<file path="src/b64e_pkg.sv">
// Shared types, constants and the alphabet lookup for the base64 stream encoder.
// No dependencies.
`default_nettype none

package b64e_pkg;

    localparam int unsigned ByteW  = 8;
    localparam int unsigned CharW  = 7;
    localparam int unsigned GroupW = 3 * ByteW;
    localparam int unsigned SextW  = 6;

    // ASCII codes used by the alphabet mapping
    localparam logic [CharW-1:0] CharPad   = 7'd61;  // '='
    localparam logic [CharW-1:0] CharPlus  = 7'd43;  // '+'
    localparam logic [CharW-1:0] CharSlash = 7'd47;  // '/'
    localparam logic [CharW-1:0] CharUpA   = 7'd65;  // 'A'
    localparam logic [CharW-1:0] LowOffset = 7'd71;  // 'a' - 26
    localparam logic [CharW-1:0] DigOffset = 7'd4;   // 52 - '0'

    // character counts of a group (remaining slots are padding)
    localparam logic [2:0] NChars1Byte = 3'd2;
    localparam logic [2:0] NChars2Byte = 3'd3;
    localparam logic [2:0] NCharsFull  = 3'd4;

    // one group handed from front to back
    typedef struct packed {
        logic [GroupW-1:0] triple;   // first byte in the top bits
        logic [2:0]        n_chars;  // 2..4 real characters
        logic              final_grp; // group closes the message
    } group_t;

    // 6-bit index to standard-alphabet ASCII
    function automatic logic [CharW-1:0] b64e_char(input logic [SextW-1:0] idx);
        logic [CharW-1:0] idx_w;
        logic [CharW-1:0] ch;
        idx_w = {1'b0, idx};
        priority if (idx < 6'd26) begin
            ch = CharUpA + idx_w;
        end else if (idx < 6'd52) begin
            ch = LowOffset + idx_w;
        end else if (idx < 6'd62) begin
            ch = idx_w - DigOffset;
        end else if (idx == 6'd62) begin
            ch = CharPlus;
        end else begin
            ch = CharSlash;
        end
        return ch;
    endfunction

endpackage

`default_nettype wire

</file>
<file path="src/b64e_front.sv">
// Front end: accepts byte beats, buffers up to two bytes, forms groups.
// Depends on b64e_pkg.
`default_nettype none

module b64e_front import b64e_pkg::*; (
    input  wire logic             aclk,
    input  wire logic             aresetn,
    input  wire logic             s_valid,
    output logic                  s_ready,
    input  wire logic [ByteW-1:0] s_data_byte,
    input  wire logic             s_is_last,
    output logic                  q_push,
    output group_t                q_data,
    input  wire logic             q_ready
);

    logic [2*ByteW-1:0] pending_reg, pending_next;
    logic [1:0]         count_reg, count_next;
    logic               accept;

    assign s_ready = q_ready;
    assign accept  = s_valid && s_ready;

    // classify the beat: buffer it or close a group
    always_comb begin
        pending_next = pending_reg;
        count_next   = count_reg;
        q_push       = 1'b0;
        q_data       = '{triple: '0, n_chars: NCharsFull, final_grp: s_is_last};
        if (accept) begin
            unique case (count_reg)
                2'd0: begin
                    if (!s_is_last) begin
                        pending_next[2*ByteW-1:ByteW] = s_data_byte;
                        count_next = 2'd1;
                    end else begin
                        q_push         = 1'b1;
                        q_data.triple  = {s_data_byte, {(2*ByteW){1'b0}}};
                        q_data.n_chars = NChars1Byte;
                    end
                end
                2'd1: begin
                    if (!s_is_last) begin
                        pending_next[ByteW-1:0] = s_data_byte;
                        count_next = 2'd2;
                    end else begin
                        q_push         = 1'b1;
                        q_data.triple  = {pending_reg[2*ByteW-1:ByteW], s_data_byte,
                                          {ByteW{1'b0}}};
                        q_data.n_chars = NChars2Byte;
                    end
                end
                default: begin
                    // full group (a count of 3 behaves as 2)
                    q_push         = 1'b1;
                    q_data.triple  = {pending_reg, s_data_byte};
                    q_data.n_chars = NCharsFull;
                end
            endcase
            if (q_push) begin
                pending_next = '0;
                count_next   = 2'd0;
            end
        end
    end

    always_ff @(posedge aclk) begin
        if (!aresetn) begin
            pending_reg <= '0;
            count_reg   <= 2'd0;
        end else begin
            pending_reg <= pending_next;
            count_reg   <= count_next;
        end
    end

endmodule

`default_nettype wire

</file>
<file path="src/b64e_queue.sv">
// Two-entry group queue between front and back.
// Depends on b64e_pkg.
`default_nettype none

module b64e_queue import b64e_pkg::*; (
    input  wire logic   aclk,
    input  wire logic   aresetn,
    input  wire logic   push,
    input  wire group_t push_data,
    output logic        push_ready,
    input  wire logic   pop,
    output group_t      pop_data,
    output logic        pop_valid
);

    group_t     entry_reg [2];
    logic       wr_ptr_reg, wr_ptr_next;
    logic       rd_ptr_reg, rd_ptr_next;
    logic [1:0] fill_reg, fill_next;
    logic       do_push, do_pop;

    assign push_ready = (fill_reg != 2'd2);
    assign pop_valid  = (fill_reg != 2'd0);
    assign pop_data   = entry_reg[rd_ptr_reg];
    assign do_push    = push && push_ready;
    assign do_pop     = pop && pop_valid;

    // pointer and fill bookkeeping
    always_comb begin
        wr_ptr_next = do_push ? ~wr_ptr_reg : wr_ptr_reg;
        rd_ptr_next = do_pop  ? ~rd_ptr_reg : rd_ptr_reg;
        fill_next   = fill_reg;
        if (do_push && !do_pop) begin
            fill_next = fill_reg + 2'd1;
        end else if (do_pop && !do_push) begin
            fill_next = fill_reg - 2'd1;
        end
    end

    always_ff @(posedge aclk) begin
        if (!aresetn) begin
            wr_ptr_reg <= 1'b0;
            rd_ptr_reg <= 1'b0;
            fill_reg   <= 2'd0;
        end else begin
            wr_ptr_reg <= wr_ptr_next;
            rd_ptr_reg <= rd_ptr_next;
            fill_reg   <= fill_next;
        end
    end

    // payload storage, no reset
    always_ff @(posedge aclk) begin
        if (do_push) begin
            entry_reg[wr_ptr_reg] <= push_data;
        end
    end

endmodule

`default_nettype wire

</file>
<file path="src/b64e_back.sv">
// Back end: serializes one group into four characters, one per cycle unless
// m_ready stalls, through a registered output stage. Depends on b64e_pkg.
`default_nettype none

module b64e_back import b64e_pkg::*; (
    input  wire logic             aclk,
    input  wire logic             aresetn,
    input  wire logic             q_valid,
    input  wire group_t           q_data,
    output logic                  q_pop,
    output logic                  m_valid,
    input  wire logic             m_ready,
    output logic [CharW-1:0]      m_out_char,
    output logic                  m_last_char
);

    group_t           group_reg, group_next;
    logic [1:0]       slot_reg, slot_next;
    logic             busy_reg, busy_next;
    logic             valid_reg, valid_next;
    logic [CharW-1:0] char_reg, char_next;
    logic             last_reg, last_next;
    logic             advance;
    logic [SextW-1:0] sext;
    logic             is_pad;

    assign advance = busy_reg && (!valid_reg || m_ready);
    assign q_pop   = q_valid && (!busy_reg || (advance && slot_reg == 2'd3));

    // pick the sextet for the current slot
    always_comb begin
        unique case (slot_reg)
            2'd0:    sext = group_reg.triple[23:18];
            2'd1:    sext = group_reg.triple[17:12];
            2'd2:    sext = group_reg.triple[11:6];
            default: sext = group_reg.triple[5:0];
        endcase
    end

    assign is_pad = ({1'b0, slot_reg} >= group_reg.n_chars);

    // slot sequencing and output stage
    always_comb begin
        group_next = group_reg;
        slot_next  = slot_reg;
        busy_next  = busy_reg;
        valid_next = valid_reg;
        char_next  = char_reg;
        last_next  = last_reg;
        if (advance) begin
            valid_next = 1'b1;
            char_next  = is_pad ? CharPad : b64e_char(sext);
            last_next  = group_reg.final_grp && (slot_reg == 2'd3);
            slot_next  = slot_reg + 2'd1;
            if (slot_reg == 2'd3) begin
                busy_next = 1'b0;
            end
        end else if (m_ready) begin
            valid_next = 1'b0;
        end
        if (q_pop) begin
            group_next = q_data;
            slot_next  = 2'd0;
            busy_next  = 1'b1;
        end
    end

    always_ff @(posedge aclk) begin
        if (!aresetn) begin
            slot_reg  <= 2'd0;
            busy_reg  <= 1'b0;
            valid_reg <= 1'b0;
        end else begin
            slot_reg  <= slot_next;
            busy_reg  <= busy_next;
            valid_reg <= valid_next;
        end
    end

    always_ff @(posedge aclk) begin
        group_reg <= group_next;
        char_reg  <= char_next;
        last_reg  <= last_next;
    end

    assign m_valid     = valid_reg;
    assign m_out_char  = char_reg;
    assign m_last_char = last_reg;

endmodule

`default_nettype wire

</file>
<file path="src/base64_stream_encoder_top.sv">
// Top level of the base64 stream encoder: front end, group queue, back end.
// Depends on b64e_pkg, b64e_front, b64e_queue, b64e_back.
`default_nettype none

// Base64 (standard alphabet) encoder for a byte stream. One byte beat per
// cycle is taken while the two-entry group queue has room; each third byte,
// or the byte flagged last, closes a group. The back end emits one character
// per cycle while m_ready does not stall it, so this serializer sets the
// sustained throughput. A closing byte's group passes through a queue entry,
// the back end's group register and its output character register before
// its first character shows on m_*. Partial final groups are zero-filled and
// padded with '='; m_last_char marks the message's last character.
module base64_stream_encoder_top import b64e_pkg::*; (
    input  wire logic             aclk,
    input  wire logic             aresetn,
    input  wire logic             s_valid,
    output logic                  s_ready,
    input  wire logic [ByteW-1:0] s_data_byte,
    input  wire logic             s_is_last,
    output logic                  m_valid,
    input  wire logic             m_ready,
    output logic [CharW-1:0]      m_out_char,
    output logic                  m_last_char
);

    logic   q_push, q_push_ready, q_pop, q_valid;
    group_t q_in, q_out;

    b64e_front u_front (
        .aclk        (aclk),
        .aresetn     (aresetn),
        .s_valid     (s_valid),
        .s_ready     (s_ready),
        .s_data_byte (s_data_byte),
        .s_is_last   (s_is_last),
        .q_push      (q_push),
        .q_data      (q_in),
        .q_ready     (q_push_ready)
    );

    b64e_queue u_queue (
        .aclk       (aclk),
        .aresetn    (aresetn),
        .push       (q_push),
        .push_data  (q_in),
        .push_ready (q_push_ready),
        .pop        (q_pop),
        .pop_data   (q_out),
        .pop_valid  (q_valid)
    );

    b64e_back u_back (
        .aclk        (aclk),
        .aresetn     (aresetn),
        .q_valid     (q_valid),
        .q_data      (q_out),
        .q_pop       (q_pop),
        .m_valid     (m_valid),
        .m_ready     (m_ready),
        .m_out_char  (m_out_char),
        .m_last_char (m_last_char)
    );

    // a group is never pushed into a full queue
    a_no_push_when_full: assert property (@(posedge aclk) disable iff (!aresetn)
        q_push |-> q_push_ready)
        else $error("group pushed into full queue");

    // the back end only takes a group that is there
    a_pop_needs_valid: assert property (@(posedge aclk) disable iff (!aresetn)
        q_pop |-> q_valid)
        else $error("pop from empty queue");

    // a padding character that does not end the message is followed by another
    a_pad_pairs: assert property (@(posedge aclk) disable iff (!aresetn)
        (m_valid && m_ready && m_out_char == CharPad && !m_last_char)
        |=> (m_valid && m_out_char == CharPad))
        else $error("lone padding character mid-message");

endmodule

`default_nettype wire
</file>
<file path="config.mk">
export PLATFORM = sky130hd
export DESIGN_NAME = base64_stream_encoder_top
export DESIGN_NICKNAME = d
export VERILOG_FILES = /design/src/b64e_pkg.sv /design/src/b64e_front.sv /design/src/b64e_queue.sv /design/src/b64e_back.sv /design/src/base64_stream_encoder_top.sv
export SDC_FILE = /design/constraint.sdc
export NUM_CORES = 1
export LEC_CHECK = 0
export ABC_AREA = 1
export BUFFER_PORTS_ARGS = -buffer_cell sky130_fd_sc_hd__buf_2
export CAP_MARGIN = 20
export CORE_ASPECT_RATIO = 0.8
export CORE_MARGIN = 1
export CORE_UTILIZATION = 60
export DETAILED_ROUTE_END_ITERATION = 16
export GPL_TIMING_DRIVEN = 0
export PLACE_DENSITY = 0.78
export SLEW_MARGIN = 10
export SYNTH_ARGS = -nofsm -noshare
export SYNTH_HDL_FRONTEND = slang
export SYNTH_SLANG_ARGS = --single-unit
</file>
<file path="constraint.sdc">
create_clock -name aclk -period 8.7 [get_ports aclk]
set_input_delay 0.87 -clock aclk [delete_from_list [all_inputs] [get_ports aclk]]
set_output_delay 0.87 -clock aclk [all_outputs]
set_load 0.03 [all_outputs]
</file>
==> impl_metrics.json, run 1 <==
{
  "port_buffers": 22,
  "ios": 23,
  "synth_warnings": 0,
  "detailed_place_hpwl_um": 7300,
  "clockBufferDepth": 2,
  "slew_viol_final": 0,
  "synth_cell_types": 35,
  "ys_seq_area_frac": 0.633,
  "fp.dieH_um": 85.1,
  "crit_type": "flop to flop",
  "syn_to_final_growth_pct": 16.0,
  "synthTopCellsByArea": "edfxtp_1, nand2_1, dfxtp_1, nor2_1, inv_1",
  "cp_slowest_cell": "dfxtp_1",
  "synth_compound_area_frac": 0.0864,
  "wire_per_inst_um": 15.8,
  "synth.most_common_cell": "nand2_1",
  "worst_slew_pin_slew_ps": 874,
  "dr.pass1.iters": 4,
  "tns_ps": 0,
  "finalNetCount": 575,
  "slew_headroom": 0.416,
  "synth_area_per_cell_um2": 10.2,
  "wl_um": 10600,
  "place_area_mm2": 0.00548,
  "outcome": "finished clean",
  "ant_nets": 0,
  "antenna_found_initial": 0,
  "ir_drop_mv": 0.202,
  "antennaDiodeCount": 0,
  "finalHoldViolCount": 0,
  "ctsHoldBuffers": 0,
  "path_cells": "inv_1, ha_1, nand2_1, nand2_1, o21bai_2, ha_1, nand2_1, nand3_1, nand2_1, nand3_1, nand3_1",
  "rsz0062_at_grt": "no",
  "synth_top_area_frac": 0.533,
  "timing.fmax_mhz": 448,
  "gp_congestion": 0.915,
  "synth_largest_area_cell": "edfxtp_1",
  "yosys.area_share.simple": 0.201,
  "synth_ff_type": "edfxtp_1",
  "reg2reg_from": "u_back.slot_reg[0]$_SDFFE_PP0P_",
  "insertion_delay_ps": 520,
  "period_needed_ps": 2230,
  "power_leakage_nw": 2.46,
  "first_global_vias": 3569,
  "endpoint": "u_back.m_out_char[4]$_SDFFCE_PP1P_",
  "holdWs_ps": 457,
  "finalCritPeriodShare": 0.257,
  "vias": 3690,
  "ys_seq_elements": 118,
  "reg2reg_depth": 11,
  "ctsHtreeMaxLevel": 4,
  "cpMostUsedCell": "nand2_1",
  "cts_tree": "built",
  "drc": 0,
  "crit_required_ps": 8960,
  "synth_cells": 509,
  "cts_root_buf": "clkbuf_8",
  "critical_path_arrival_ps": 2490,
  "fin_skew_ps": 7.41,
  "clk_pin_slew_ps": 50,
  "cp_max_fo": 6,
  "grt_usage": 0.260,
  "p_total_w": 0.00218,
  "cts.repair.resized": 0,
  "rows": 29,
  "min_path_type": "flop to flop",
  "routed_via_density": 5.50,
  "drtIter0Drc": 256,
  "cp-end-kind": "flop",
  "netlist_area_mm2": 0.00518,
  "netlist_top_cells_count": "nand2_1, edfxtp_1, nor2_1",
  "r2r-end": "u_back.m_out_char[4]$_SDFFCE_PP1P_",
  "dieWidth_um": 106,
  "largest_register_ffs": 56,
  "numCtsBuffers": 17,
  "maxCapViolCount": 0,
  "synth_fa_ha_area_frac": 0.0265,
  "synth.area.mux_share": 0,
  "ys_async_sr_fraction": 0,
  "r2r_slack_ps": 6470,
  "grt_max_degree": 30,
  "fin_area_mm2": 0.00601,
  "slowest_delay_ps": 410,
  "dieArea_mm2": 0.00902,
  "drive_gt1_frac": 0.163,
  "cp-startpoint": "u_back.slot_reg[0]$_SDFFE_PP0P_",
  "cts_sinks": 118,
  "cts_setup_buffers": 0,
  "grt_overflow": 0,
  "synth-xor-area-share": 0.00338,
  "core_area_mm2": 0.00816,
  "synth_top_family_by_area": "simple AND/OR/NAND/NOR gates",
  "synth_edf_count": 92,
  "grt_first_pass_wirelength_um": 17400,
  "power_per_cell_area_mw_per_mm2": 362,
  "initial_core_util": 0.635,
  "synthesis.nets": 533,
  "setup.worst_path.start_class": "flop",
  "setup_viol_count_final": 0
}
## routing by layer
layer,vias up,routed length [µm],share of wire,track usage
met5,-,0,0,0
met4,0,113,0.011,0.109
met3,11,649,0.061,0.0584
met2,153,5270,0.50,0.437
met1,1742,4580,0.43,0.328
li1,1784,-,-,-
## placed cells by master (no fill, tap or decap), types with 2 or more instances in the layout
master        n
nand3_1       7
dfxtp_1      26
nor2_1       44
clkbuf_16    16
inv_1        39
clkinv_2      4
nor2_4        5
nor2_2        5
a21oi_1      28
inv_2        10
bufinv_16     2
buf_2        23
nor3_1        8
o21ai_1       5
o21bai_4      2
buf_6         2
edfxtp_1     92
o21ai_0      21
clkinvlp_4    3
buf_4         2
nand2_4       2
nand2_2       4
ha_1         11
nand4_1       2
clkbuf_1     10
nor3_4        2
clkinv_1      2
xor2_1        2
o21ai_4       3
nand2_1     161
o22ai_1       8
## worst max-delay path: cells and delay by family (launching register included)
family / cells / cell delay (ps)
AND/OR/NAND/NOR: 7 / 590
AO/OA/AOI/OAI: 1 / 290
adder cells (fa/ha/maj): 2 / 550
buffers and inverters: 1 / 140
flip-flops: 1 / 410
## worst min path at each step
stage                                              from                             endpoint  depth (start not counted)  slack, ps
floorplan           u_front.pending_reg[0]$_SDFFE_PN0P_  u_front.pending_reg[0]$_SDFFE_PN0P_                          2        430
global placement    u_front.pending_reg[0]$_SDFFE_PN0P_  u_front.pending_reg[0]$_SDFFE_PN0P_                          2        440
detailed placement  u_front.pending_reg[0]$_SDFFE_PN0P_  u_front.pending_reg[0]$_SDFFE_PN0P_                          2        450
CTS                 u_front.pending_reg[5]$_SDFFE_PN0P_  u_front.pending_reg[5]$_SDFFE_PN0P_                          2        460
global route        u_front.pending_reg[2]$_SDFFE_PN0P_  u_front.pending_reg[2]$_SDFFE_PN0P_                          2        470
finish              u_front.pending_reg[5]$_SDFFE_PN0P_  u_front.pending_reg[5]$_SDFFE_PN0P_                          2        460
## stage by stage
step / std cells / worst slack (ps) / utilization
after floorplan: 509 / 5050 / -
after global placement: 639 / 4110 / 0.665
after detailed placement: 640 / 6080 / 0.671
after CTS: 671 / 6470 / 0.736
after global routing: 671 / 6270 / 0.736
final: 671 / 6470 / 0.736
## where the power goes
group	switching [W]	total (W)	internal (W)
Sequential	0.0000484	0.000846	0.000798
Combinational	0.000487	0.000698	0.000211
Clock	0.000232	0.000632	0.000400
Total	0.000767	0.00218	0.00141
## cell families (layout without fill, tap and decap cells)
logic type	after synthesis	in the layout
buf+inv	62	116
compound gates	72	72
fa+ha+maj	11	11
flops	118	118
simple gates	244	244
xor+xnor	2	2
## layout make-up
| class | count | area (µm²) |
|---|---|---|
| Buffer | 13 | 72.6 |
| Clock buffer | 20 | 425 |
| Clock inverter | 11 | 110 |
| Fill cell | 541 | 2150 |
| Inverter | 49 | 184 |
| Multi-Input combinational cell | 329 | 1670 |
| Sequential cell | 118 | 3280 |
| Tap cell | 108 | 135 |
| Timing Repair Buffer | 23 | 130 |
Note: power is estimated with default switching activity, not from simulation.
==> run 2: changes to the inputs <==
clock period = 2.1 ns   (was 8.7 ns; I/O delays follow)
==> run 2 against run 1 <==
Compared with the run above:
- clock power grew to 4.4 times the previous value
- worst setup slack lost 6400 ps
- cell count grew 1.3%
- total power grew to 4.3 times the previous value
- combinational power grew to 4.4 times the previous value
- critical path depth grew 2
- sequential cell count is the same
- first-iteration DRC count grew 31%
- highest routed layer unchanged
==> impl_metrics.json, run 2 (same netlist as run 1, synthesis figures left out) <==
{
  "grt_first_pass_wirelength_um": 17900,
  "initial_core_util": 0.635,
  "dieArea_mm2": 0.00902,
  "fp.dieH_um": 85.1,
  "vias": 3771,
  "slew_headroom": 0.352,
  "power_per_cell_area_mw_per_mm2": 1530,
  "cts_root_buf": "clkbuf_8",
  "finalCritPeriodShare": 0.950,
  "ios": 23,
  "timing.fmax_mhz": 501,
  "p_total_w": 0.00942,
  "first_global_vias": 3590,
  "final_common_cell": "nand2_1",
  "critical_path_arrival_ps": 2260,
  "antenna_found_initial": 0,
  "rsz0062_at_grt": "yes",
  "gp_congestion": 0.935,
  "finalHoldViolCount": 0,
  "drtIter0Drc": 336,
  "finalNetCount": 583,
  "cp-end-kind": "flop",
  "drive_gt1_frac": 0.196,
  "cts_sinks": 118,
  "cp_max_fo": 10,
  "setup_viol_count_final": 0,
  "multi_input_area_mm2": 0.00175,
  "place_area_mm2": 0.00546,
  "largest_register_ffs": 56,
  "outcome": "finished clean",
  "maxCapViolCount": 0,
  "drc": 0,
  "numCtsBuffers": 17,
  "holdWs_ps": 13.8,
  "grt_overflow": 0,
  "power_leakage_nw": 2.51,
  "ant_nets": 0,
  "wl_um": 11600,
  "min_path_type": "input port to flop",
  "syn_to_final_growth_pct": 18.7,
  "cts_tree": "built",
  "ir_drop_mv": 0.916,
  "slew_viol_final": 0,
  "grt_max_degree": 30,
  "wire_per_inst_um": 17.1,
  "dieWidth_um": 106,
  "core_area_mm2": 0.00816,
  "final_cell_mix": "nand2_1, edfxtp_1, nor2_1",
  "routed_via_density": 5.55,
  "setup.worst_path.start_class": "flop",
  "dr.pass1.iters": 5,
  "fin_skew_ps": 13.3,
  "insertion_delay_ps": 520,
  "clk_pin_slew_ps": 60,
  "antennaDiodeCount": 0,
  "rows": 29,
  "r2r_slack_ps": 110,
  "ctsHtreeMaxLevel": 4,
  "worst_slew_pin_slew_ps": 972,
  "fin_area_mm2": 0.00616,
  "ff_latch_area_mm2": 0.00329,
  "grt_usage": 0.273,
  "crit_type": "flop to flop",
  "period_needed_ps": 1990,
  "detailed_place_hpwl_um": 7210,
  "crit_required_ps": 2370,
  "nFillCells": 536,
  "port_buffers": 22,
  "clockBufferDepth": 2
}
run 2: metal layers:
layer / track usage / routed length [µm] / up-vias
li1: - / - / 1802
met1: 0.335 / 4820 / 1783
met2: 0.464 / 5720 / 158
met3: 0.0645 / 739 / 28
met4: 0.122 / 331 / 0
met5: 0 / 0 / -
run 2: final cells by class:
class / count / share of cell area
Clock inverter: 11 / 0.0215
Clock buffer: 21 / 0.0713
Timing Repair Buffer: 28 / 0.0256
Buffer: 13 / 0.0118
Sequential cell: 118 / 0.534
Tap cell: 108 / 0.0220
Multi-Input combinational cell: 332 / 0.284
Inverter: 49 / 0.0299
run 2: worst paths after layout:
path,from,endpoint,depth (start not counted)
worst max-delay path,u_back.slot_reg[0]$_SDFFE_PP0P_,u_back.m_out_char[2]$_SDFFCE_PP1P_,13
worst min-delay path,s_is_last,u_queue.entry_reg[0][0]$_DFFE_PP_,1
worst max register to register,u_back.slot_reg[0]$_SDFFE_PP0P_,u_back.m_out_char[2]$_SDFFCE_PP1P_,13
worst min register to register,u_front.pending_reg[1]$_SDFFE_PN0P_,u_front.pending_reg[1]$_SDFFE_PN0P_,2
run 2: critical path, cell delays in order, from the launching register on:
cell	delay, ps
dfxtp_2	380
ha_1	210
inv_2	50
buf_6	140
nor2_1	140
o21bai_4	180
ha_2	230
inv_1	50
nand2_1	60
nand3_1	80
nand2_1	60
inv_1	40
nand2_1	60
nand2_1	60
run 2: through the flow:
stage	std cells	utilization	TNS, ps	worst slack, ps
floorplan	509	-	-11150	-205
global placement	639	0.667	-24760	-495
detailed placement	639	0.668	-2830	-648
CTS	675	0.748	0	21.2
global route	680	0.754	-87.7	-87.7
finish	680	0.754	0	106
run 2: repair_timing:
action,in CTS,in global routing
pin swaps,1,3
buffers inserted,2,3
gates resized for setup,13,5
cloned,1,2
endpoints found under the setup margin,76,59
endpoints found under the hold margin,3,0
hold buffers,1,0
run 2: report_power, final:
| part | internal [W] | total, W | switching (W) | leakage [nW] |
|---|---|---|---|---|
| Sequential | 0.00331 | 0.00352 | 0.000211 | 1.08 |
| Combinational | 0.000940 | 0.00310 | 0.00216 | 1.15 |
| Clock | 0.00182 | 0.00280 | 0.000981 | 0.277 |
